<file path="src/hdl/mmpn_ram.sv">
// generic single write port ram with registered read
module mmpn_ram #(
    parameter int WIDTH = 8,
    parameter int DEPTH = 64,
    parameter int AW    = (DEPTH > 1) ? $clog2(DEPTH) : 1
) (
    input  logic             aclk,
    input  logic             we,
    input  logic [AW-1:0]    waddr,
    input  logic [WIDTH-1:0] wdata,
    input  logic [AW-1:0]    raddr,
    output logic [WIDTH-1:0] rdata
);

    logic [WIDTH-1:0] mem [DEPTH];

    // write port and registered read port
    always_ff @(posedge aclk) begin
        if (we) begin
            mem[waddr] <= wdata;
        end
        rdata <= mem[raddr];
    end

endmodule

</file>
<file path="config.mk">
export PLATFORM = sky130hd
export DESIGN_NAME = mmpn_ram
export DESIGN_NICKNAME = d
export VERILOG_FILES = /design/src/hdl/mmpn_ram.sv
export SDC_FILE = /design/constraint.sdc
export NUM_CORES = 1
export LEC_CHECK = 0
export ABC_CLOCK_PERIOD_IN_PS = 3300
export BUFFER_PORTS_ARGS = -buffer_cell sky130_fd_sc_hd__buf_2
export CAP_MARGIN = 20
export CORE_MARGIN = 2
export CORE_UTILIZATION = 55
export CTS_BUF_LIST = sky130_fd_sc_hd__clkbuf_8
export CTS_CLUSTER_SIZE = 25
export DETAILED_ROUTE_END_ITERATION = 7
export GPL_TIMING_DRIVEN = 0
export HOLD_SLACK_MARGIN = 0.12
export PLACE_DENSITY_LB_ADDON = 0.15
export REMOVE_ABC_BUFFERS = 1
export SLEW_MARGIN = 5
export SYNTH_ARGS = -nofsm -noshare
export SYNTH_HDL_FRONTEND = slang
export SYNTH_SLANG_ARGS = --single-unit
export TNS_END_PERCENT = 100
</file>
<file path="constraint.sdc">
create_clock -name aclk -period 3.3 [get_ports aclk]
set_input_delay 0.165 -clock aclk [delete_from_list [all_inputs] [get_ports aclk]]
set_output_delay 0.165 -clock aclk [all_outputs]
set_load 0.01 [all_outputs]
</file>
# Yosys cells after proc, flatten, opt, wreduce, memory -nomap -nowiden
# Memories as Yosys holds them, arrays and structs flattened. A register that Yosys moved wholly into a read port is not among the register bits.
# Cells that the tools add are included.
# W data, S select, Z words.
# word_totals
regBits	0
mem_bits_rw	512
output_inout_bits	8
word_cells	3
mem_count	1
# memory_table
memory	depth	width	rd	rd_ports_with_merged_regs	wr	line_no	rtl
mem	64	8	1	1	1	15	logic [WIDTH-1:0] mem [DEPTH];
# classes
muxes	2
# op_table
operator	n
$mux W1	2

# Depth between registers and ports, before layout
# depth
ltp_word	2
mapped_depth	9
mapped_depth_nobuf	5

# Worst setup path before layout
# No wires, ideal clock.
# synth_timing
kind	input port to flip-flop
startpoint	in raddr[1]
endpoint	reg rdata[3], read port of mem
setup_ps	128
arrival_ps	1705
slack_ps	1467
path_stages	7
cell_sequence	buf_4 > buf_2 > buf_2 > mux4_2 > mux4_2 > o21ai_1 > o41ai_1
# synth_rtl
item	line_no	rtl
start, declared	11	input logic [AW-1:0] raddr,
end, declared	12	output logic [WIDTH-1:0] rdata

==> flow_summary.json <==
{
  "yosys_most_used_dff": "edfxtp_1",
  "layout-drive-gt1-share_pct": 25.6,
  "yosysWarningCount": 0,
  "num_vias": 9562,
  "grt_pass1_wl_um": 63600,
  "dpl_cell_area_um2": 20700,
  "synth-seq-cells": 520,
  "ios": 30,
  "rsz0062_at_grt": "no",
  "rows": 70,
  "antenna_left": 0,
  "clk-insertion-delay-late_ps": 620,
  "cts_tree": "done",
  "worstRegToRegCells": 5,
  "async_reset_ff_share_pct": 0,
  "worstHoldPathCells": 3,
  "status": "completed",
  "syn2layout_area_growth_pct": 11.3,
  "timing.rr.start": "mem[28][6]",
  "ctsHoldBuffers": 6,
  "synth_cell_types": 40,
  "post_drt_via_cell_ratio": 6.15,
  "port_buffers": 29,
  "wirelength_um": 43100,
  "antenna_found_initial": 0,
  "clock-sinks": 520,
  "start_kind": "primary input",
  "cts.reportedPaths.clkPinSlew_ps": 70,
  "power.leakage_nw": 7.13,
  "finish.instance_area_um2": 22500,
  "required_ps": 3760,
  "synth-seq-area-share_pct": 77.0,
  "irDropWorstVdd_uv": 386,
  "netlist_area_um2": 20200,
  "finalSetupViolCount": 0,
  "min_path_type": "in2reg",
  "setup_slack_ps": 749,
  "n_antenna_cell": 0,
  "regToRegEndpoint": "rdata[6]",
  "grt.total_usage_pct": 23.4,
  "p_clk_share_pct": 37.8,
  "clockRootBuffer": "clkbuf_8",
  "cp-end-kind": "flop",
  "cts_buffers": 82,
  "relSlewSlack_pct": 34.2,
  "swShare_pct": 22.1,
  "setup_tns_ps": 0,
  "fin_hold_ws_ps": 228,
  "dp_hpwl_um": 24300,
  "drtIter0Drc": 891,
  "period_needed_ps": 2550,
  "fp.dieH_um": 195,
  "power.switching_w": 0.00285,
  "crit_type": "in2reg",
  "postCtsSetupBuffers": 0,
  "whs_endpoint": "mem[49][2]",
  "mostFrequentLayoutCells": "edfxtp_1, mux4_2, clkbuf_8",
  "fp.dieW_um": 195,
  "p_seq_share_pct": 56.8,
  "gp_congestion": 0.760,
  "worstPathArrival_ps": 3020,
  "cap_viol_max_count": 0,
  "grt_max_degree": 77,
  "worstMarginPinSlew_ps": 983,
  "htree_levels": 3,
  "combinationalPowerShare_pct": 5.4,
  "pre_cts_slack_ps": 40.3,
  "worstHoldStart": "waddr[0]",
  "final_common_cell": "edfxtp_1",
  "maxSlewViolCount": 0,
  "layout_worst_path_cycle_share_pct": 77.3,
  "crit_fanout": 76,
  "power.internal_w": 0.0101,
  "skew_ps": 16.8,
  "synth_top_area_cell": "edfxtp_1",
  "grt_overflow_total": 0,
  "timing.fmax_ghz": 0.392,
  "power_w": 0.0129,
  "netlist.area_leader.share_pct": 76.2,
  "reg2reg_slack_ps": 1050,
  "syn_avg_cell_area_um2": 21.5,
  "fin_nets": 1048,
  "firstDrtPassIters": 5,
  "synth_area_leaders": "edfxtp_1, mux4_2, nor2_1",
  "wl_per_cell_um": 27.7,
  "hold_viol": 0,
  "syn_inst": 940,
  "power.density_nw_per_um2": 575,
  "synth_edf_count": 512,
  "dieArea_um2": 38200,
  "grt_pass1_vias": 9941,
  "clockBufferDepth": 3,
  "start_util_pct": 55.5,
  "ctsResizeCount": 0,
  "coreArea_um2": 36300,
  "drc": 0
}
## worst max-delay path, cell delays in order
cell,delay (ps)
buf_8,480
buf_16,500
mux4_2,600
mux4_2,520
o21ai_0,400
nand2_1,190
## layout make-up
type	count	area [µm²]
clock buffers	89	1220
flip-flops and latches	520	15500
multi-input cells	369	4330
fillers	2517	13900
repair buffers	53	547
clock inverters	57	238
well taps	468	586
## flip-flops by register name (all words and copies together), names as in the netlist
| name | flops |
|---|---|
| mem | 512 |
| rdata | 8 |
## cell usage after synthesis (2+ instances only)
| cell | instances |
|---|---|
| clkbuf_1 | 17 |
| dfxtp_1 | 8 |
| a211oi_1 | 4 |
| nor3_1 | 7 |
| a2111oi_0 | 2 |
| o21a_1 | 2 |
| mux2i_1 | 23 |
| o221a_2 | 2 |
| o41ai_1 | 2 |
| nand2_1 | 19 |
| nand3_1 | 13 |
| buf_2 | 11 |
| o22ai_1 | 8 |
| nor2_1 | 83 |
| mux4_2 | 126 |
| nor4_1 | 2 |
| buf_6 | 4 |
| o2bb2ai_1 | 3 |
| mux2_2 | 13 |
| o21ai_1 | 2 |
| buf_12 | 2 |
| o32ai_1 | 2 |
| o2111ai_1 | 3 |
| a21oi_1 | 3 |
| a221oi_1 | 6 |
| nor2b_1 | 14 |
| buf_1 | 4 |
| o21ai_0 | 2 |
| nand3b_1 | 3 |
| buf_4 | 13 |
| edfxtp_1 | 512 |
| nand4_1 | 2 |
| a22oi_1 | 3 |
| o221ai_1 | 8 |
| nand2b_1 | 7 |
## power groups by stage
stage               Clock, W  Sequential [W]  Combinational (W)
floorplan                  0         0.00747           0.000283
CTS                  0.00500         0.00733           0.000679
detailed placement         0         0.00747           0.000673
finish               0.00488         0.00733           0.000695
global route         0.00529         0.00733           0.000742
global placement           0         0.00747           0.000677
## metal layers
metal / track usage, % / routed length (µm)
met1: 33.1 / 18200
met2: 36.6 / 20900
met3: 4.91 / 3010
met4: 8.51 / 946
met5: 0 / 0
## how the worst max path moves through the flow
stage	from	endpoint	slack, ps	depth (start not counted)
2_1_floorplan	mem[29][4]	rdata[4]	1620	5
3_3_place_gp	raddr[0]	rdata[5]	-2780	5
3_5_place_dp	raddr[0]	rdata[5]	40	5
4_1_cts	raddr[0]	rdata[5]	730	5
5_1_grt	raddr[0]	rdata[3]	590	5
6_report	raddr[0]	rdata[7]	750	6
## per-stage QoR
step,utilization [%],std cells
floorplan,-,889
global placement,56.6,1386
detailed placement,57.0,1391
CTS,61.2,1543
global route,61.8,1556
finish,61.8,1556
## kinds of logic (layout without fill, tap and decap cells)
kind of cell	after synthesis	count (layout)	share of synthesized area, %
flip-flops	520	520	77.0
multiplexers	162	162	15.9
AND/OR/NAND/NOR	153	153	3.39
AO/OA/AOI/OAI	54	54	2.07
buffers and inverters	51	199	1.57
Power figures use the tool's default switching activity.
