==> config.mk <==
export PLATFORM = sky130hd
export DESIGN_NAME = mmpn_entry_unit
export DESIGN_NICKNAME = d
export VERILOG_FILES = /design/src/hdl/mmpn_pkg.sv /design/src/hdl/mmpn_entry_unit.sv
export SDC_FILE = /design/constraint.sdc
export NUM_CORES = 2
export LEC_CHECK = 0
export BUFFER_PORTS_ARGS = -buffer_cell sky130_fd_sc_hd__buf_2
export CORE_AREA = 2 2 391 393
export CTS_CLUSTER_SIZE = 16
export DETAILED_ROUTE_END_ITERATION = 12
export DIE_AREA = 0 0 393 395
export GPL_TIMING_DRIVEN = 0
export SLEW_MARGIN = 10
export SYNTH_ARGS = -nofsm -noshare
export SYNTH_HDL_FRONTEND = slang
export SYNTH_SLANG_ARGS = --single-unit
==> constraint.sdc <==
create_clock -name aclk -period 13.3 [get_ports aclk]
set_input_delay 2.66 -clock aclk [delete_from_list [all_inputs] [get_ports aclk]]
set_output_delay 2.66 -clock aclk [all_outputs]
set_load 0.02 [all_outputs]
==> src/hdl/mmpn_pkg.sv <==
// shared types and constants of the memory map page navigator
package mmpn_pkg;

    localparam int TABLE_DEPTH_DEF = 64;
    localparam int FRAME_SHIFT     = 12;
    localparam int ADDR_W          = 64;
    localparam int TYPE_W          = 4;
    localparam int COUNT_W         = 7;
    localparam int MASK_W          = 16;
    localparam int INDEX_W         = 6;
    localparam int SHIFT_W         = 6;
    localparam int CFG_DATA_W      = 16;
    localparam logic [MASK_W-1:0] USABLE_MASK_RESET = 16'd3838;

    // input item kinds
    localparam logic KIND_LOAD  = 1'b0;
    localparam logic KIND_QUERY = 1'b1;

    // configuration register indexes
    localparam logic CFG_ENTRY_COUNT = 1'b0;
    localparam logic CFG_USABLE_MASK = 1'b1;

    typedef enum logic [2:0] {
        ST_IDLE,
        ST_SETUP0,
        ST_SETUP1,
        ST_SETUP2,
        ST_SETUP3,
        ST_SCAN,
        ST_FINAL
    } state_t;

    // per-query values prepared before the table walk
    typedef struct packed {
        logic [ADDR_W-1:0] addr;
        logic [ADDR_W-1:0] rend;
        logic              size_nz;
        logic [ADDR_W-1:0] ps;
        logic [ADDR_W-1:0] pmask;
        logic [ADDR_W-1:0] cur;
        logic [ADDR_W-1:0] nxt;
        logic [ADDR_W-1:0] prv;
        logic              top;
        logic              bottom;
        logic [ADDR_W-1:0] lim_n;
        logic [ADDR_W-1:0] aln_n;
        logic [ADDR_W-1:0] aln_n_ps;
    } ctx_t;

    // results gathered over the table walk
    typedef struct packed {
        logic              ahit;
        logic              rhit;
        logic              found;
        logic [ADDR_W-1:0] first;
        logic              ok_n;
        logic              ok_p;
        logic [ADDR_W-1:0] best_n;
        logic [ADDR_W-1:0] best_p;
    } acc_t;

endpackage

==> src/hdl/mmpn_entry_unit.sv <==
// per-entry evaluation pipeline and result accumulation
module mmpn_entry_unit
    import mmpn_pkg::*;
(
    input  logic              aclk,
    input  logic              aresetn,
    input  logic              clr,
    input  logic              rd_v,
    input  logic [TYPE_W-1:0] rd_type,
    input  logic [ADDR_W-1:0] rd_start,
    input  logic [ADDR_W-1:0] rd_frames,
    input  logic [MASK_W-1:0] usable_mask,
    input  ctx_t              ctx,
    output acc_t              acc,
    output logic              busy
);

    logic              a_v_reg;
    logic              a_use_reg, a_fz_reg;
    logic [ADDR_W-1:0] a_s_reg, a_e_reg, a_first_reg;

    logic              b_v_reg;
    logic              b_use_reg, b_nav_reg, b_ahit_reg, b_rhit_reg, b_okn_reg, b_okp_reg;
    logic              b_eltps_reg;
    logic [ADDR_W-1:0] b_s_reg, b_e_reg, b_first_reg, b_firstps_reg, b_last_reg;

    acc_t acc_reg, acc_next;

    logic [ADDR_W-1:0] a_e_c, a_first_c;
    logic              nav_ok, cn_v, cp_v, upd_n, upd_p;
    logic [ADDR_W-1:0] cn, cp;

    // stage a: end and aligned first page of the entry
    always_comb begin
        a_e_c     = rd_start + (rd_frames << FRAME_SHIFT);
        a_first_c = (rd_start + ctx.pmask) & ~ctx.pmask;
    end

    always_ff @(posedge aclk) begin
        if (!aresetn) begin
            a_v_reg <= 1'b0;
            b_v_reg <= 1'b0;
        end else begin
            a_v_reg <= rd_v;
            b_v_reg <= a_v_reg;
        end
    end

    always_ff @(posedge aclk) begin
        a_use_reg   <= usable_mask[rd_type];
        a_fz_reg    <= (rd_frames == '0);
        a_s_reg     <= rd_start;
        a_e_reg     <= a_e_c;
        a_first_reg <= a_first_c;
    end

    // stage b: hit tests and navigation bounds
    always_ff @(posedge aclk) begin
        b_use_reg     <= a_use_reg;
        b_nav_reg     <= a_use_reg && !a_fz_reg;
        b_ahit_reg    <= a_use_reg && (ctx.addr >= a_s_reg) && (ctx.addr < a_e_reg);
        b_rhit_reg    <= a_use_reg && ctx.size_nz && (ctx.addr >= a_s_reg)
                         && (ctx.rend <= a_e_reg);
        b_okn_reg     <= a_use_reg && !a_fz_reg && (ctx.nxt >= a_s_reg)
                         && (ctx.lim_n <= a_e_reg);
        b_okp_reg     <= a_use_reg && !a_fz_reg && (ctx.prv >= a_s_reg)
                         && (ctx.cur <= a_e_reg);
        b_eltps_reg   <= (a_e_reg < ctx.ps);
        b_s_reg       <= a_s_reg;
        b_e_reg       <= a_e_reg;
        b_first_reg   <= a_first_reg;
        b_firstps_reg <= a_first_reg + ctx.ps;
        b_last_reg    <= (a_e_reg - ctx.ps) & ~ctx.pmask;
    end

    // stage c: candidate pages and accumulation
    always_comb begin
        acc_next = acc_reg;
        nav_ok   = b_nav_reg && !b_eltps_reg && !(b_firstps_reg > b_e_reg);

        cn   = b_first_reg;
        cn_v = 1'b1;
        if (ctx.nxt <= b_first_reg) begin
            cn   = b_first_reg;
            cn_v = 1'b1;
        end else if (ctx.nxt < b_e_reg) begin
            cn   = ctx.aln_n;
            cn_v = !(ctx.aln_n_ps > b_e_reg);
        end else begin
            cn_v = 1'b0;
        end
        upd_n = nav_ok && cn_v && (cn > ctx.cur)
                && ((acc_reg.best_n == ctx.cur) || (cn < acc_reg.best_n));

        if (ctx.cur > b_last_reg) begin
            cp   = b_last_reg;
            cp_v = 1'b1;
        end else begin
            cp   = ctx.prv;
            cp_v = !(ctx.prv < b_first_reg);
        end
        upd_p = nav_ok && !(b_last_reg < b_first_reg) && !(ctx.cur <= b_first_reg)
                && cp_v && (cp < ctx.cur) && (cp > acc_reg.best_p);

        if (b_v_reg) begin
            acc_next.ahit = acc_reg.ahit | b_ahit_reg;
            acc_next.rhit = acc_reg.rhit | b_rhit_reg;
            acc_next.ok_n = acc_reg.ok_n | b_okn_reg;
            acc_next.ok_p = acc_reg.ok_p | b_okp_reg;
            if (b_use_reg && !acc_reg.found) begin
                acc_next.found = 1'b1;
                acc_next.first = b_s_reg;
            end
            if (upd_n) begin
                acc_next.best_n = cn;
            end
            if (upd_p) begin
                acc_next.best_p = cp;
            end
        end

        if (clr) begin
            acc_next        = '0;
            acc_next.best_n = ctx.cur;
        end
    end

    always_ff @(posedge aclk) begin
        acc_reg <= acc_next;
    end

    assign acc  = acc_reg;
    assign busy = a_v_reg || b_v_reg;

endmodule

# Word level (Yosys, flattened, before mapping)
# Index checks and enable logic that the tools add are counted.
op_classes:
  addsub: 4
  n_lt_le_gt_ge: 21
  n_eq_ne: 1
  muxes: 12
  bitwise: 7
  reduce_logical: 37
op_table:
  columns: ["op", "count"]
  rows:
  - ["less-than comparator 64 bit", 7]
  - ["> comparator 64 bit", 5]
  - ["less-or-equal comparator 64 bit", 5]
  - ["two-way mux 64 bit", 5]
  - ["two-way mux 128 bit", 2]
  - ["adder 64 bit", 3]
  - [">= comparator 64 bit", 3]
  - ["bitwise AND 64 bit", 2]
  - ["equality test 64 bit", 1]
  - ["logical NOT 64 bit", 1]
  - ["NOT 64 bit", 1]
  - ["subtractor 64 bit", 1]
  - ["logical AND 1 bit", 21]
  - ["logical NOT 1 bit", 8]
  - ["AND reduction 2 bit", 3]
  - ["less-than comparator 4 x 5 -> 1 bit (second input constant)", 1]
  - ["binary-select mux 1 bit (select 4 bit)", 1]
  - ["two-way mux 1 bit", 4]
  - ["bitwise OR 1 bit", 4]
  - ["nonzero test 2 bit", 2]
  - ["logical OR 1 bit", 2]
word_totals:
  regBits: 720
  inputBits: 795
  out_inout_bits: 198
  wordCells: 109

# Logic depth before layout (Yosys ltp)
logic_depth:
  word_depth: 11
  ltp_mapped: 28
  depth_no_buf: 24

# Worst setup path before layout
# OpenSTA, ideal clock, no wires.
synth_path:
  path_kind: "input -> register"
  from: "input port ctx[263] in the netlist's numbering"
  to: "register acc_reg, in the netlist acc[100] (enable)"
  setup_time_ns: 0.565
  arrival_time_ns: 11.086
  required_ns: 12.735
  slack_ns: 1.649
  path_stages: 22
  n_path_buf: 1
  cell_sequence: "ha_1 a21o_1 a21o_1 a21oi_1 nor2_1 a211oi_1 o211ai_1 a211oi_1 o21ai_1 nand2_1 buf_2 mux2_2 ha_1 nand4_1 nor2_1 nand3_1 nor4_1 nand3_1 nor4_1 a21oi_1 o31a_1 nor3_1"
synth_via:
  elab_chain_len: 8
  word_cells_on_any_way: 14
  classes_between: "order compare (4); mux (4); reduce/logical (6)"
synth_lines:
  columns: ["item", "line", "text"]
  rows:
  - ["start: declaration", "mmpn_entry_unit.sv:13", "input ctx_t ctx,"]
  - ["less-than comparator 64 bit", "mmpn_entry_unit.sv:86", "end else if (ctx.nxt < b_e_reg) begin"]
  - ["two-way mux 64 bit / two-way mux 1 bit (equally long branches)", "mmpn_entry_unit.sv:86", null]
  - ["two-way mux 64 bit / two-way mux 1 bit (equally long branches)", "mmpn_entry_unit.sv:83", "if (ctx.nxt <= b_first_reg) begin"]
  - ["> comparator 64 bit, or another cell as far along", "mmpn_entry_unit.sv:92", "upd_n = nav_ok && cn_v && (cn > ctx.cur)"]
  - ["logical AND 1 bit / logical OR 1 bit (equally long branches)", "mmpn_entry_unit.sv:92, mmpn_entry_unit.sv:93", null]
  - ["logical AND 1 bit (*)", "mmpn_entry_unit.sv:93", "&& ((acc_reg.best_n == ctx.cur) || (cn < acc_reg.best_n));"]
  - ["nonzero test 2 bit (no line) (*)", null, null]
  - ["AND reduction 2 bit (no line) (*)", null, null]
  - ["end signal: assignment", "mmpn_entry_unit.sv:129", "acc_reg <= acc_next;"]
  - ["end: declaration", "mmpn_entry_unit.sv:27", "acc_t acc_reg, acc_next;"]
# Mark *: on every way between the ends. The rest lies on a longest branch, timed or not.
# A chain may end at the register's enable or synchronous reset.

# Final worst setup path
layout_path:
  from: "input port ctx[361] in the netlist's numbering"
  to: "register acc_reg, in the netlist acc[16]"
layout_via:
  word_cells_on_any_way: 12
  classes_between: "order compare (4); mux (2); reduce/logical (6)"
layout_lines:
  columns: ["item", "line", "text"]
  rows:
  - ["> comparator 64 bit (*)", "mmpn_entry_unit.sv:95", "if (ctx.cur > b_last_reg) begin"]
  - ["two-way mux 64 bit (*)", "mmpn_entry_unit.sv:95", null]
  - ["named net cp[63]", "mmpn_entry_unit.sv:31", "logic [ADDR_W-1:0] cn, cp;"]
  - ["less-than comparator 64 bit", "mmpn_entry_unit.sv:103", "&& cp_v && (cp < ctx.cur) && (cp > acc_reg.best_p);"]
  - ["logical AND 1 bit", "mmpn_entry_unit.sv:103", null]
  - ["logical AND 1 bit (*)", "mmpn_entry_unit.sv:103", null]
  - ["AND reduction 2 bit (no line) (*)", null, null]
# Mark *: on every way through the listed nets, which the timed path passes. The rest lies on a longest branch.

==> impl_results.rst <==
.. list-table::
   :header-rows: 1

   * - Metric
     - Value
   * - Pre-antenna DRT Iters
     - 6
   * - Most common cell after layout, fill and taps aside
     - sky130_fd_sc_hd__ha_1
   * - Final setup fails
     - 0
   * - Mean Syn Cell Area
     - 8.57 um2
   * - Tightest slew margin relative to the limit
     - 6.93%
   * - Required arrival time at the worst endpoint
     - 13.89 ns
   * - Share of synthesized flip-flops with an asynchronous set or reset
     - 0%
   * - Setup repair after global routing missed its margin
     - no
   * - Total Die Area
     - 155000 um2
   * - Wire length of the first global-routing pass
     - 433 mm
   * - Top-level I/O count
     - 993
   * - Number of distinct standard cells referenced by the synthesized netlist
     - 87
   * - Worst Setup End Kind
     - register
   * - Fmax
     - 0.0930 GHz
   * - Placement Cell Area
     - 69100 um2
   * - Clock input transition at the sequential cells of the worst setup and hold paths
     - 0.06 ns
   * - Number of DRC markers in iteration 0
     - 6734
   * - Static power due to leakage
     - 35.9 nW
   * - Dpl hpwl
     - 278 mm
   * - Number of antenna violations at the first check in global routing
     - 130
   * - Worst IR Drop VDD
     - 108 uV
   * - IO Port Bufs
     - 989
   * - Vias in the first global route
     - 58500
   * - Height of the chip
     - 395 um
   * - Global-route met2 utilization
     - 56.7%
   * - Source-to-sink clock delay at the later pin of the worst-skew pair
     - 0.74 ns
   * - CTS Root Cell
     - sky130_fd_sc_hd__clkbuf_16
   * - Overall power consumption
     - 10.1 mW
   * - Setup repair bufs after CTS
     - 0
   * - EDFF count, synth
     - 64
   * - Signal arrival time at the worst endpoint
     - 11.35 ns
   * - Maximum fanout along the worst path
     - 10
   * - Met3 Use GR
     - 7.26%
   * - Non-Filler Cell Area, Final
     - 72400 um2
   * - Wire length per cell
     - 30.4 um
   * - Clock Sinks
     - 696
   * - Initial Util
     - 40.6%
   * - GR Layer Usage met1
     - 55.1%
   * - Clock buffers created by TritonCTS
     - 90
   * - Post-route minimum period
     - 10.76 ns
   * - Hold Buf Count CTS
     - 0
   * - Number of standard cells in the layout, taps in and fillers out
     - 10400
   * - Synth Cell Area
     - 61400 um2
   * - Largest net degree at the start of global routing
     - 15
   * - Sum of routed wire length over all layers
     - 317 mm
   * - Global-route congestion overflow total
     - 0
   * - Routed via count
     - 61800
   * - Post-layout net count
     - 10500
   * - Hold WC Path Type
     - reg2reg
   * - Synthesized instance count
     - 7166
   * - Resized Gates After CTS
     - 0
   * - Final worst hold slack
     - 0.346 ns
   * - Std cell rows
     - 143
   * - Post-synthesis sequential area ratio
     - 23.7%
   * - Std-Cell Core Area
     - 151000 um2
   * - Final-report max-slew violation count
     - 0
   * - Critical setup path kind
     - in2reg
   * - Synthesis warning total
     - 0
   * - Longest Clk Path Bufs
     - 3
   * - Fin. Hold Viols
     - 0
   * - Max FFs per register
     - 197
   * - Run status
     - finished, final reports clean
   * - Total number of H-tree levels
     - 3
   * - Max capacitance violation total
     - 0
   * - Power density normalized to cell area
     - 140 nW/um2
   * - Post-route antenna net violation count
     - 0
   * - Transition at the pin with the smallest max-transition slack
     - 1.40 ns
   * - Dominant synthesized flop cell
     - sky130_fd_sc_hd__dfxtp_1
   * - CTS tree
     - yes
   * - GPL Wtd Cong
     - 1.07
   * - Share of post-route cells with drive strength above 1
     - 15.6%
   * - Busiest metal layer after global routing
     - met2
   * - Top library cells by usage in the layout, fill and taps aside
     - sky130_fd_sc_hd__ha_1 (1439), sky130_fd_sc_hd__buf_2 (1001), sky130_fd_sc_hd__inv_1 (660), sky130_fd_sc_hd__a21oi_1 (638), sky130_fd_sc_hd__dfxtp_1 (632)
   * - Mapped Nets
     - 9404
   * - Post-route DRC violation count
     - 0
   * - Crit share post-route
     - 80.9%
   * - Synthesized flop and latch total
     - 696
   * - Overall routing resource usage
     - 39.4%
   * - Fin util
     - 47.9%
   * - Post-Place Cells
     - 10200
   * - Die width
     - 393 um
   * - Via-per-instance ratio
     - 5.92
   * - Kind of launch point of the worst setup path
     - input pin
   * - Layout-stage area growth over the synthesis result
     - 18.0%
   * - Skew final
     - 0.0791 ns
-- final cells by class --
| type | count | area [um2] |
|---|---|---|
| sequential | 696 | 14600 |
| buffer | 137 | 553 |
| antenna | 76 | 190 |
| tap | 2030 | 2540 |
| fill | 14900 | 78700 |
| multi-input combinational | 5673 | 43900 |
| timing repair buffer | 1001 | 5090 |
| clock buffer | 128 | 2640 |
| inverter | 660 | 2480 |
| clock inverter | 38 | 519 |
-- Yosys cell counts, types with 9 or more instances --
master	n	area (um2)
sky130_fd_sc_hd__dfxtp_1	632	12700
sky130_fd_sc_hd__o21a_1	70	526
sky130_fd_sc_hd__and2_1	19	119
sky130_fd_sc_hd__and3_1	35	219
sky130_fd_sc_hd__o21bai_1	52	390
sky130_fd_sc_hd__o21ai_0	398	1990
sky130_fd_sc_hd__xnor2_1	194	1700
sky130_fd_sc_hd__nand3_1	97	485
sky130_fd_sc_hd__clkbuf_1	118	443
sky130_fd_sc_hd__a21boi_0	12	90.1
sky130_fd_sc_hd__a221oi_1	12	105
sky130_fd_sc_hd__edfxtp_1	64	1920
sky130_fd_sc_hd__nand4_1	288	1800
sky130_fd_sc_hd__nand2b_1	80	500
sky130_fd_sc_hd__or3_1	12	75.1
sky130_fd_sc_hd__ha_1	1439	18000
sky130_fd_sc_hd__and4_1	22	193
sky130_fd_sc_hd__nor3_1	86	430
sky130_fd_sc_hd__nor2_1	360	1350
sky130_fd_sc_hd__o22ai_1	11	68.8
sky130_fd_sc_hd__a21oi_1	638	3190
sky130_fd_sc_hd__a2111oi_0	22	193
sky130_fd_sc_hd__a211oi_1	46	345
sky130_fd_sc_hd__nor4_1	51	319
sky130_fd_sc_hd__buf_2	11	55.1
sky130_fd_sc_hd__nor2b_1	140	876
sky130_fd_sc_hd__o221ai_1	9	78.8
sky130_fd_sc_hd__a221o_1	9	90.1
sky130_fd_sc_hd__o211ai_1	48	360
sky130_fd_sc_hd__xor2_1	87	762
sky130_fd_sc_hd__mux2_2	70	788
sky130_fd_sc_hd__or2_2	15	93.8
sky130_fd_sc_hd__o31ai_1	21	158
sky130_fd_sc_hd__mux2i_1	65	651
sky130_fd_sc_hd__a22o_1	64	561
sky130_fd_sc_hd__a21o_1	465	3490
sky130_fd_sc_hd__nand2_1	554	2080
sky130_fd_sc_hd__a31oi_1	38	238
sky130_fd_sc_hd__inv_1	660	2480
-- critical path, stage by stage --
cell	delay [ns]
sky130_fd_sc_hd__buf_2	0.26
sky130_fd_sc_hd__ha_1	0.32
sky130_fd_sc_hd__a2111oi_0	0.43
sky130_fd_sc_hd__o221ai_1	0.21
sky130_fd_sc_hd__o211ai_1	0.16
sky130_fd_sc_hd__o211ai_1	0.13
sky130_fd_sc_hd__a21oi_1	0.41
sky130_fd_sc_hd__a21o_1	0.33
sky130_fd_sc_hd__buf_2	0.34
sky130_fd_sc_hd__clkbuf_1	0.55
sky130_fd_sc_hd__clkbuf_1	0.82
sky130_fd_sc_hd__nand2_1	0.12
sky130_fd_sc_hd__o21ai_0	0.36
sky130_fd_sc_hd__ha_1	0.25
sky130_fd_sc_hd__nand4_1	0.15
sky130_fd_sc_hd__nor4_1	0.56
sky130_fd_sc_hd__nand2_1	0.26
sky130_fd_sc_hd__nor4b_1	1.05
sky130_fd_sc_hd__a21oi_1	0.14
sky130_fd_sc_hd__o2111ai_1	0.20
sky130_fd_sc_hd__nand3_1	0.12
sky130_fd_sc_hd__nor4b_1	0.48
sky130_fd_sc_hd__buf_2	0.46
sky130_fd_sc_hd__buf_4	0.30
sky130_fd_sc_hd__mux2i_1	0.23
-- where the power goes --
| part | total, mW | switching, mW | internal, mW | leakage, nW |
|---|---|---|---|---|
| Clock | 2.64 | 1.11 | 1.53 | 1.54 |
| Sequential | 2.78 | 0.340 | 2.44 | 5.90 |
| Combinational | 4.72 | 2.97 | 1.74 | 28.5 |
-- through the flow --
step | setup slack [ns] | setup TNS [ns]
after floorplan | 1.65 | 0
after global placement | -3.26 | -207.99
after detailed placement | 2.15 | 0
after CTS | 2.84 | 0
after global routing | 2.63 | 0
final | 2.54 | 0
-- cells by family (layout without fill, tap and decap cells) --
kind of cell             count (synthesis)  count (layout)  share of synthesized area [%]
AND/OR/NAND/NOR                       1781            1781                           14.2
flip-flops                             696             696                           23.7
multiplexers                           143             143                           2.59
XOR/XNOR                               281             281                           4.01
buffers and inverters                  797            1964                           4.93
AO/OA/AOI/OAI                         2025            2025                           21.1
other                                    0              76                              0
adder cells (fa/ha/maj)               1443            1443                           29.5
-- path summary, 6_finish.rpt --
| path | from | to | slack (ns) | cells past startpoint |
|---|---|---|---|---|
| setup / recovery | ctx[361] | acc[16]$_SDFFE_PP0P_ | 2.54 | 25 |
| hold / removal | a_s_reg[62]$_DFF_P_ | b_s_reg[62]$_DFF_P_ | 0.35 | 0 |
| setup reg to reg | b_last_reg[55]$_DFF_P_ | acc[16]$_SDFFE_PP0P_ | 4.28 | 25 |
| hold reg to reg | a_s_reg[62]$_DFF_P_ | b_s_reg[62]$_DFF_P_ | 0.35 | 0 |
-- layer usage --
| layer | part of all wire (%) | wire length, um |
|---|---|---|
| met1 | 44 | 139000 |
| met2 | 40 | 128000 |
| met4 | 6.1 | 19400 |
| met5 | 0.098 | 310 |
| met3 | 9.5 | 30100 |
No activity file was read; power rests on OpenSTA's default activity.
